File: src/rtl/core/coefficient_rounding_hint_unit_assert.svh
// assertion macros for the coefficient rounding hint unit
// expects clk and arst_n in the scope of each use
`ifndef COEFFICIENT_ROUNDING_HINT_UNIT_ASSERT_SVH
`define COEFFICIENT_ROUNDING_HINT_UNIT_ASSERT_SVH

// same-cycle implication
`define CRHU_ASSERT_IMP(label, ante, cons) \
	label: assert property (@(posedge clk) disable iff (!arst_n) (ante) |-> (cons)) \
		else $error("crhu assertion failed");

// implication after a fixed number of cycles
`define CRHU_ASSERT_DLY(label, ante, n, cons) \
	label: assert property (@(posedge clk) disable iff (!arst_n) (ante) |-> ##n (cons)) \
		else $error("crhu delayed assertion failed");

`endif

File: src/rtl/core/crhu_pkg.sv
// shared types and constants of the coefficient rounding hint unit
// no dependencies
package crhu_pkg;

	localparam int MOD_Q      = 8380417;
	localparam int HALF_Q     = (MOD_Q - 1) / 2;
	localparam int GAMMA2_88  = (MOD_Q - 1) / 88;
	localparam int GAMMA2_32  = (MOD_Q - 1) / 32;
	localparam int EXP_D      = 13;
	localparam int P2R_BIAS   = (1 << (EXP_D - 1)) - 1;
	localparam int PRE_BIAS   = 127;
	localparam int MUL_88     = 11275;
	localparam int MUL_32     = 1025;
	localparam int RND_88     = 1 << 23;
	localparam int RND_32     = 1 << 21;
	localparam int HI_MAX_88  = 43;

	localparam int COEFF_W = 24;
	localparam int LOW_W   = 19;
	localparam int HIGH_W  = 10;
	localparam int R0_W    = 27;
	localparam int R1_W    = 8;

	typedef enum logic [1:0] {
		OP_POWER2ROUND = 2'd0,
		OP_DECOMPOSE   = 2'd1,
		OP_MAKE_HINT   = 2'd2,
		OP_USE_HINT    = 2'd3
	} op_t;

	// request into the decompose pipeline
	typedef struct packed {
		logic                      mode;
		logic signed [COEFF_W-1:0] coeff;
	} split_in_t;

	// decompose result, four stages later
	typedef struct packed {
		logic signed [R0_W-1:0] r0;
		logic signed [R1_W-1:0] r1;
	} split_out_t;

endpackage

File: src/rtl/core/crhu_split.sv
// four-stage decompose datapath: coefficient to (r0, r1) for either gamma2
// depends on crhu_pkg
module crhu_split (
	input  logic                  clk,
	input  crhu_pkg::split_in_t   req,
	output crhu_pkg::split_out_t  rsp
);

	logic signed [crhu_pkg::COEFF_W:0]   sum7;
	logic signed [17:0]                  h1_s1;
	logic signed [crhu_pkg::COEFF_W-1:0] a_s1, a_s2, a_s3;
	logic                                mode_s1, mode_s2;

	logic signed [14:0] mul_k;
	logic signed [31:0] rnd_k;
	logic signed [31:0] prod_d, prod_s2;

	logic signed [7:0]  hsh;
	logic signed [7:0]  h_d, h_s3;
	logic signed [20:0] two_g;
	logic signed [25:0] hg_d, hg_s3;

	logic signed [crhu_pkg::R0_W-1:0] diff, r0_d, r0_s4;
	logic signed [crhu_pkg::R1_W-1:0] r1_s4;

	// stage 1: pre-shift by 7 with rounding bias
	assign sum7 = (crhu_pkg::COEFF_W + 1)'($signed(req.coeff))
		+ (crhu_pkg::COEFF_W + 1)'(crhu_pkg::PRE_BIAS);

	// stage 2: reciprocal multiply
	assign mul_k = mode_s1 ? 15'(crhu_pkg::MUL_32) : 15'(crhu_pkg::MUL_88);
	assign rnd_k = mode_s1 ? 32'(crhu_pkg::RND_32) : 32'(crhu_pkg::RND_88);
	assign prod_d = h1_s1 * mul_k + rnd_k;

	// stage 3: high index, fold and times 2*gamma2
	assign hsh   = prod_s2[31:24];
	assign h_d   = mode_s2 ? {4'b0000, prod_s2[25:22]} :
		((hsh > 8'(crhu_pkg::HI_MAX_88)) ? 8'sd0 : hsh);
	assign two_g = mode_s2 ? 21'(2 * crhu_pkg::GAMMA2_32) : 21'(2 * crhu_pkg::GAMMA2_88);
	assign hg_d  = h_d * two_g;

	// stage 4: low part with the wrap into the negative half
	assign diff = crhu_pkg::R0_W'(a_s3) - crhu_pkg::R0_W'(hg_s3);
	assign r0_d = (diff > crhu_pkg::R0_W'(crhu_pkg::HALF_Q)) ?
		diff - crhu_pkg::R0_W'(crhu_pkg::MOD_Q) : diff;

	always_ff @(posedge clk) begin
		h1_s1   <= sum7[24:7];
		a_s1    <= req.coeff;
		mode_s1 <= req.mode;

		prod_s2 <= prod_d;
		a_s2    <= a_s1;
		mode_s2 <= mode_s1;

		h_s3    <= h_d;
		hg_s3   <= hg_d;
		a_s3    <= a_s2;

		r0_s4   <= r0_d;
		r1_s4   <= h_s3;
	end

	assign rsp.r0 = r0_s4;
	assign rsp.r1 = r1_s4;

endmodule

File: src/rtl/core/coefficient_rounding_hint_unit.sv
// coefficient rounding hint unit: power2round, decompose, make hint, use hint
// an accepted request passes the valid stages v_s1 to v_s5 before its done strobe, one request per cycle
// busy is always low and the receiver cannot stall, so nothing is ever held back
// the rate is set by the five-stage pipeline, whose stage 2 is the reciprocal multiply
// arst_n clears the valid bits and the gamma2 mode register (mode 0: 44 parts)
// uses crhu_pkg, crhu_split and coefficient_rounding_hint_unit_assert.svh
`include "coefficient_rounding_hint_unit_assert.svh"

module coefficient_rounding_hint_unit (
	input  logic                                clk,
	input  logic                                arst_n,
	// configuration
	input  logic                                cfg_we,
	input  logic                                cfg_wdata,
	// request side
	input  logic                                start,
	output logic                                busy,
	input  logic [1:0]                          op,
	input  logic signed [crhu_pkg::COEFF_W-1:0] coeff,
	input  logic [crhu_pkg::HIGH_W-1:0]         high_in,
	input  logic                                hint_in,
	// result side
	output logic                                done,
	output logic signed [crhu_pkg::LOW_W-1:0]   low_part,
	output logic [crhu_pkg::HIGH_W-1:0]         high_part,
	output logic                                hint_out
);

	// per-request side data that rides beside the decompose pipeline
	typedef struct packed {
		crhu_pkg::op_t                    op;
		logic                             hint;
		logic                             mode;
		logic                             mh;
		logic [crhu_pkg::LOW_W-1:0]       p2_lo;
		logic [crhu_pkg::HIGH_W-1:0]      p2_hi;
	} side_t;

	logic gamma2_mode_q;

	logic  v_s1, v_s2, v_s3, v_s4, v_s5;
	side_t side_d, side_s1, side_s2, side_s3, side_s4;

	crhu_pkg::split_in_t  split_req;
	crhu_pkg::split_out_t split_rsp;

	// power2round: low part is the low 13 bits of the biased value, re-centered
	logic signed [crhu_pkg::COEFF_W:0]   sum13;
	logic signed [13:0]                  p2_lo;
	// make hint bounds
	logic signed [crhu_pkg::COEFF_W-1:0] g_lim;
	logic                                mh_d;

	// final stage
	logic signed [crhu_pkg::R0_W-1:0]    r0;
	logic signed [crhu_pkg::R1_W-1:0]    r1;
	logic [crhu_pkg::HIGH_W-1:0]         r1_ext;
	logic                                r0_pos;
	logic [3:0]                          uh_16;
	logic [crhu_pkg::HIGH_W-1:0]         uh_44;
	logic [crhu_pkg::HIGH_W-1:0]         uh_hi;

	logic signed [crhu_pkg::LOW_W-1:0]   low_d, low_part_s5;
	logic [crhu_pkg::HIGH_W-1:0]         high_d, high_part_s5;
	logic                                hint_d, hint_out_s5;

	// never busy: a new request can enter every cycle
	assign busy = 1'b0;

	// mode register; the user is to write it only while the pipeline is empty, the block does not enforce it
	always_ff @(posedge clk or negedge arst_n) begin
		if (!arst_n) begin
			gamma2_mode_q <= 1'b0;
		end else if (cfg_we) begin
			gamma2_mode_q <= cfg_wdata;
		end
	end

	// power2round in front of stage 1
	assign sum13 = (crhu_pkg::COEFF_W + 1)'(coeff)
		+ (crhu_pkg::COEFF_W + 1)'(crhu_pkg::P2R_BIAS);
	assign p2_lo = $signed({1'b0, sum13[12:0]}) - 14'(crhu_pkg::P2R_BIAS);

	// make hint: low part outside [-gamma2, gamma2], edge case at -gamma2
	assign g_lim = gamma2_mode_q ? crhu_pkg::COEFF_W'(crhu_pkg::GAMMA2_32) :
		crhu_pkg::COEFF_W'(crhu_pkg::GAMMA2_88);
	assign mh_d = (coeff > g_lim) || (coeff < -g_lim) ||
		((coeff == -g_lim) && (high_in != '0));

	always_comb begin
		side_d       = '0;
		side_d.op    = crhu_pkg::op_t'(op);
		side_d.hint  = hint_in;
		side_d.mode  = gamma2_mode_q;
		side_d.mh    = mh_d;
		side_d.p2_lo = crhu_pkg::LOW_W'(p2_lo);
		side_d.p2_hi = sum13[22:13];
	end

	// decompose datapath, shared by decompose and use hint
	assign split_req.mode  = gamma2_mode_q;
	assign split_req.coeff = coeff;

	crhu_split u_split (
		.clk (clk),
		.req (split_req),
		.rsp (split_rsp)
	);

	// valid bits travel with the data
	always_ff @(posedge clk or negedge arst_n) begin
		if (!arst_n) begin
			v_s1 <= 1'b0;
			v_s2 <= 1'b0;
			v_s3 <= 1'b0;
			v_s4 <= 1'b0;
			v_s5 <= 1'b0;
		end else begin
			v_s1 <= start && !busy;
			v_s2 <= v_s1;
			v_s3 <= v_s2;
			v_s4 <= v_s3;
			v_s5 <= v_s4;
		end
	end

	// side data, no reset needed
	always_ff @(posedge clk) begin
		side_s1 <= side_d;
		side_s2 <= side_s1;
		side_s3 <= side_s2;
		side_s4 <= side_s3;
	end

	// use hint: step the high index up or down, wrapping per mode
	assign r0     = $signed(split_rsp.r0);
	assign r1     = $signed(split_rsp.r1);
	assign r1_ext = crhu_pkg::HIGH_W'(r1);
	assign r0_pos = r0 > crhu_pkg::R0_W'(0);
	assign uh_16  = r0_pos ? r1[3:0] + 4'd1 : r1[3:0] - 4'd1;

	always_comb begin
		if (r0_pos) begin
			uh_44 = (r1 == crhu_pkg::R1_W'(crhu_pkg::HI_MAX_88)) ? '0 : r1_ext + 10'd1;
		end else begin
			uh_44 = (r1 == '0) ? crhu_pkg::HIGH_W'(crhu_pkg::HI_MAX_88) : r1_ext - 10'd1;
		end
		if (!side_s4.hint) begin
			uh_hi = r1_ext;
		end else if (side_s4.mode) begin
			uh_hi = {6'b000000, uh_16};
		end else begin
			uh_hi = uh_44;
		end
	end

	// result select, unused fields zero
	always_comb begin
		low_d  = '0;
		high_d = '0;
		hint_d = 1'b0;
		unique case (side_s4.op)
			crhu_pkg::OP_POWER2ROUND: begin
				low_d  = side_s4.p2_lo;
				high_d = side_s4.p2_hi;
			end
			crhu_pkg::OP_DECOMPOSE: begin
				low_d  = r0[crhu_pkg::LOW_W-1:0];
				high_d = r1_ext;
			end
			crhu_pkg::OP_MAKE_HINT: begin
				hint_d = side_s4.mh;
			end
			crhu_pkg::OP_USE_HINT: begin
				high_d = uh_hi;
			end
			default: begin
				low_d  = '0;
			end
		endcase
	end

	// output register: results show for exactly one cycle with done
	always_ff @(posedge clk) begin
		low_part_s5  <= low_d;
		high_part_s5 <= high_d;
		hint_out_s5  <= hint_d;
	end

	assign done      = v_s5;
	assign low_part  = low_part_s5;
	assign high_part = high_part_s5;
	assign hint_out  = hint_out_s5;

	// every accepted request gives its done strobe, and no strobe comes without one
	`CRHU_ASSERT_DLY(a_latency, start && !busy, 5, done)
	`CRHU_ASSERT_IMP(a_no_spurious, done, $past(start && !busy, 5))
	// a hint result carries no high or low part
	`CRHU_ASSERT_IMP(a_hint_alone, done && hint_out, low_part == '0 && high_part == '0)
	// use hint never reports a low part
	`CRHU_ASSERT_IMP(a_use_hint_low,
		done && $past(op == crhu_pkg::OP_USE_HINT, 5), low_part == '0)

endmodule
File: config.mk
export PLATFORM = sky130hd
export DESIGN_NAME = coefficient_rounding_hint_unit
export DESIGN_NICKNAME = d
export VERILOG_FILES = /design/src/rtl/core/crhu_pkg.sv /design/src/rtl/core/crhu_split.sv /design/src/rtl/core/coefficient_rounding_hint_unit.sv
export VERILOG_INCLUDE_DIRS = /design/src /design/src/rtl/core
export SDC_FILE = /design/constraint.sdc
export NUM_CORES = 1
export LEC_CHECK = 0
export BUFFER_PORTS_ARGS = -buffer_cell sky130_fd_sc_hd__buf_2
export CAP_MARGIN = 0
export CORE_UTILIZATION = 35
export DETAILED_ROUTE_END_ITERATION = 12
export GPL_ROUTABILITY_DRIVEN = 0
export MAX_ROUTING_LAYER = met4
export PLACE_DENSITY = 0.58
export RECOVER_POWER = 25
export SYNTH_ARGS = -nofsm -noshare
export SYNTH_HDL_FRONTEND = slang
export SYNTH_SLANG_ARGS = --single-unit
File: constraint.sdc
create_clock -name clk -period 7.35 [get_ports clk]
set_input_delay 0.3675 -clock clk [delete_from_list [all_inputs] [get_ports clk]]
set_output_delay 0.3675 -clock clk [all_outputs]
set_load 0.02 [all_outputs]
# --- Yosys cells after proc, flatten, opt, wreduce, memory -nomap -nowiden ---
# Index checks and enable logic that the tools add are counted.
totals:
  register_bits: 343
  output_inout_bits: 32
  wordCells: 86
op_classes:
  n_addsub: 11
  mul: 2
  order_cmp: 5
  n_eq_ne: 5
  muxes: 15
  n_reduce_logical: 6
ops:
  columns: ["op", "count"]
  rows:
  - ["$mux W10", 5]
  - ["$pmux W19 S2", 1]
  - ["$add A32 B32 Y32", 1]
  - ["$mul A18 B15 Y32", 1]
  - ["$pmux W10 S3", 1]
  - ["$gt A27 B1 Y1 const B", 1]
  - ["$gt A27 B23 Y1 const B", 1]
  - ["$mux W27", 1]
  - ["$sub A24 B26 Y27", 1]
  - ["$sub A27 B24 Y27 const B", 1]
  - ["$mul A8 B20 Y26", 1]
  - ["$add A24 B8 Y25 const B", 1]
  - ["$eq A24 B24 Y1", 1]
  - ["$gt A24 B19 Y1", 1]
  - ["$lt A24 B24 Y1", 1]
  - ["$mux W24", 1]
  - ["$neg A18 Y24", 1]
  - ["$add A23 B13 Y23 const B", 1]
  - ["$mux W19", 1]
  - ["$mux W18", 1]
  - ["$mux W8", 2]
  - ["$mux W14", 1]
  - ["$sub A13 B12 Y14 const B", 1]
  - ["$reduce_bool A10 Y1", 1]
  - ["other kinds (13)", 15]

# --- Logic depth before layout (Yosys ltp) ---
depth:
  depth_word: 6
  ltp_mapped: 22
  depth_no_buf: 22

# --- Modules after synthesis ---
# From an unflattened synthesis, not the netlist that was laid out.
unflattened:
  cells_unflattened: 1550
  hier_area_um2: 16334.4
modules_own_cells:
  columns: ["mod", "n_inst", "cells_per_inst", "area_each_um2"]
  rows:
  - ["crhu_split", 1, 1069, 11139.4]
  - ["coefficient_rounding_hint_unit", 1, 481, 5195.0]

# --- Worst setup path before layout ---
# OpenSTA, ideal clock, no wires.
synth_path:
  kind: "reg2reg"
  startpoint: "register u_split.mode_s1"
  endpoint: "register u_split.prod_s2[30]"
  setup_time_ps: 123
  t_arrival_ps: 5837
  slack_ps: 1389
  stages_incl_launch_ff: 23
  period_less_slack_ps: 5961
  cell_sequence: "dfxtp_1 -> clkbuf_1 -> clkbuf_1 -> nor2b_1 -> ha_1 -> ha_1 -> inv_1 -> fa_1 -> fa_1 -> inv_1 -> fa_1 -> fa_1 -> ha_1 -> a21o_1 -> a21o_1 -> a21oi_1 -> o21ai_0 -> a221o_1 -> a21oi_1 -> o21ai_0 -> a211oi_1 -> o21bai_1 -> xor2_1"
synth_via:
  elab_chain_cells: 3
  word_cells_on_any_way: 4
synth_rtl:
  columns: ["element", "line", "source"]
  rows:
  - ["start: declaration", "crhu_split.sv:12", "logic mode_s1, mode_s2;"]
  - ["start signal: assignment", "crhu_split.sv:50", "mode_s1 <= req.mode;"]
  - ["$mux W14", "crhu_split.sv:31", "assign mul_k = mode_s1 ? 15'(crhu_pkg::MUL_32) : 15'(crhu_pkg::MUL_88);"]
  - ["$mul A18 B15 Y32", "crhu_split.sv:33", "assign prod_d = h1_s1 * mul_k + rnd_k;"]
  - ["$add A32 B32 Y32 (*)", "crhu_split.sv:33", null]
  - ["named net u_split.prod_d[30]", "crhu_split.sv:16", "logic signed [31:0] prod_d, prod_s2;"]
  - ["end signal: assignment", "crhu_split.sv:52", "prod_s2 <= prod_d;"]
  - ["end: declaration", "crhu_split.sv:16", null]
# Mark *: on every way through the listed nets, which the timed path passes. The rest lies on a longest branch.
# A chain may end at the register's enable or synchronous reset.

# --- Final worst setup path ---
# Ends and elaborated chain as after synthesis.

==> impl_metrics.env <==
export IMPL_setup_viol=0
export IMPL_die_height_um=217
export IMPL_root_buffer="clkbuf_16"
export IMPL_drt_pass1_iter_count=5
export IMPL_synthCells=1554
export IMPL_cts_buffers=31
export IMPL_min_period_ns=6.38
export IMPL_fillers=4552
export IMPL_critical_path_required_ns=7.78
export IMPL_hold_viol=0
export IMPL_hpwl_mm=25.6
export IMPL_insertion_delay_ns=0.54
export IMPL_path_class="reg2reg"
export IMPL_worst_setup_path_end_kind="flip-flop"
export IMPL_critPathArrivalTime_ns=6.80
export IMPL_drive_gt1_share_pct=7.02
export IMPL_yosys_most_used_dff="dfxtp_1"
export IMPL_yosysWarnings=0
export IMPL_ctsResizeCount=0
export IMPL_syn_area_per_cell_um2=10.4
export IMPL_slew_headroom_pct=28.3
export IMPL_critPathLaunchType="flip-flop"
export IMPL_rr_worst_depth=20
export IMPL_crit_path_start="u_split.mode_s1"
export IMPL_cts_htree_levels=1
export IMPL_regArea_mm2=0.00622
export IMPL_drc=0
export IMPL_synth_seq_cells=309
export IMPL_cts_clk_slew_worst_paths_ns=0.06
export IMPL_worstSetupPathDepth=20
export IMPL_cp_max_fo=23
export IMPL_std_cell_rows=78
export IMPL_r2r_slack_ns=0.97
export IMPL_antenna_left=0
export IMPL_hold_depth=2
export IMPL_seq_area_frac_synth_pct=38.5
export IMPL_critPathBufInv=2
export IMPL_wl_per_cell_um=13.8
export IMPL_status="completed"
export IMPL_grt_max_degree=32
export IMPL_portBuffers=72
export IMPL_cts_sinks=309
export IMPL_drt_iter0_drc=447
export IMPL_cpPeakStageDelay_ns=0.87
export IMPL_r2r_end="u_split.prod_s2[30]"
export IMPL_grt_usage_pct=14.0
export IMPL_max_cap_violations=0
export IMPL_grt_pass1_vias=10456
export IMPL_layout_nets=1989
export IMPL_dieArea_mm2=0.0470
export IMPL_io_pins=74
export IMPL_fin_crit_sh_pct=86.8
export IMPL_drv_slew=0
export IMPL_cp_slowest_cell="dfxtp_1"
export IMPL_grt_setup_unrepaired="false"
export IMPL_fmax_mhz=157
export IMPL_synth_area_leaders="dfxtp_1 38%, fa_1 15%, ha_1 14%"
export IMPL_wl_mm=31.3
export IMPL_crit_chain="nor2b_1, ha_1, ha_1, inv_1, fa_1, fa_1, inv_1, fa_1, fa_1, ha_1, a21o_1, a21o_1, a21oi_1, o21ai_0, a221o_1, a21oi_1, o21ai_0, a211oi_1, o21bai_1, xor2_1"
export IMPL_antenna_found_initial=0
export IMPL_multi_input_comb_area_mm2=0.00886
export IMPL_synth_edf_count=0
export IMPL_clock_path_buffers=3
export IMPL_yosysTopAreaCellShare_pct=37.6
export IMPL_grt_pass1_wl_mm=52.1
export IMPL_core_area_mm2=0.0455
export IMPL_die_w_um=217
export IMPL_start_util_pct=35.5
export IMPL_r2r_start="u_split.mode_s1"
export IMPL_hold_class="in2reg"
export IMPL_routed_via_density=4.50
export IMPL_ys_types=71
export IMPL_yosys_area_top_type="dfxtp_1"
export IMPL_vias=10212
export IMPL_crit_family="adder cells"
export IMPL_worstMarginPinSlew_ns=1.07
export IMPL_area_delta_synth_final_pct=12.9
export IMPL_cts_setup_buffers=0
export IMPL_grt_overflow=0
export IMPL_final_setup_tns_ns=0
export IMPL_cp_endpoint="u_split.prod_s2[30]"
export IMPL_clock_skew_final_ns=0.0142
export IMPL_synth_async_reset_ratio_pct=1.94
export IMPL_cpMostUsedCell="fa_1"
export IMPL_cts_tree="done"
export IMPL_synth_area_mm2=0.0161
[stage by stage]
step                setup slack (ns)  cells  hold slack [ns]  util [%]  cell area [um2]
floorplan                       1.39   1571           0.0719         -            16200
global placement                1.09   2201            0.196      37.7            17200
detailed placement             0.989   2201            0.201      37.7            17200
CTS                            0.974   2266          0.00197      40.1            18200
global route                   0.521   2266           0.0219      40.0            18200
finish                         0.973   2267           0.0461      40.1            18200
[worst min-delay path by stage]
| stage | startpoint | endpoint | slack, ns |
|---|---|---|---|
| 6_report | cfg_we | gamma2_mode_q | 0.05 |
| 3_3_place_gp | arst_n | v_s1 | 0.20 |
| 5_1_grt | cfg_we | gamma2_mode_q | 0.02 |
| 3_5_place_dp | arst_n | v_s1 | 0.20 |
| 4_1_cts | coeff[4] | u_split.a_s1[4] | 0.002 |
| 2_1_floorplan | arst_n | done | 0.07 |
[registers in the layout, indices dropped and copies added (netlist names), 8 cells and up]
name / cells
high_part: 10
low_part: 19
side_s1: 27
side_s2: 27
side_s3: 28
side_s4: 29
u_split.a_s1: 24
u_split.a_s2: 24
u_split.a_s3: 24
u_split.h1_s1: 18
u_split.h_s3: 8
u_split.hg_s3: 17
u_split.prod_s2: 10
u_split.r0_s4: 27
u_split.r1_s4: 8
[cells by family (layout without fill, tap and decap cells)]
| logic type | after synthesis | after routing | share of synthesized area [%] |
|---|---|---|---|
| DFF | 309 | 309 | 38.5 |
| adders and majority gates | 303 | 303 | 28.9 |
| other | 2 | 20 | 0.0465 |
| xor gates and xnor gates | 117 | 117 | 6.35 |
| AOI/OAI and AO/OA | 169 | 169 | 7.09 |
| muxes | 16 | 16 | 0.992 |
| buffers and inverters | 297 | 392 | 6.98 |
| and+or+nand+nor | 341 | 341 | 11.1 |
[cell usage after synthesis, types with 18 or more instances]
cell type,number
o21ai_0,29
nor3_1,22
a21oi_1,51
a21o_1,20
nand3_1,35
nor2b_1,31
nand2_1,64
nor2_1,74
xor2_1,38
ha_1,186
inv_1,252
clkbuf_1,39
xnor2_1,79
dfxtp_1,303
fa_1,117
nor4_1,18
[layout make-up]
cell class                 count  share of cell area, %
antenna                        1                 0.0137
clock buffer                  44                   4.86
clock inverter                11                  0.536
inverter                     252                   5.19
multi-input combinational    965                   48.6
sequential                   309                   34.1
tap                          600                   4.12
timing repair buffer          85                   2.51
[timing repair]
item,in CTS,in global routing
setup endpoints to repair,0,0
hold endpoints to repair,15,0
hold buffers,10,0
[cell usage in the layout, fill, tap and decap left out, types with 38 or more instances in the layout]
cell / synthesis / routed
inv_1: 252 / 252
dfxtp_1: 303 / 303
nor2_1: 74 / 74
ha_1: 186 / 186
a21oi_1: 51 / 51
xnor2_1: 79 / 79
fa_1: 117 / 117
nand2_1: 64 / 64
buf_2: 1 / 52
xor2_1: 38 / 38
[routing by layer]
layer  vias up  track usage [%]  wire length, um
met4         0             3.00              599
met3        45             1.66             1110
met1      4797             19.3            15700
met2       165             22.0            14000
met5         -                -                0
li1       5205                -                -
Power is left out: the tool's default activity adds up to more than one toggle a clock period on the data nets, which glitch-free logic cannot reach.
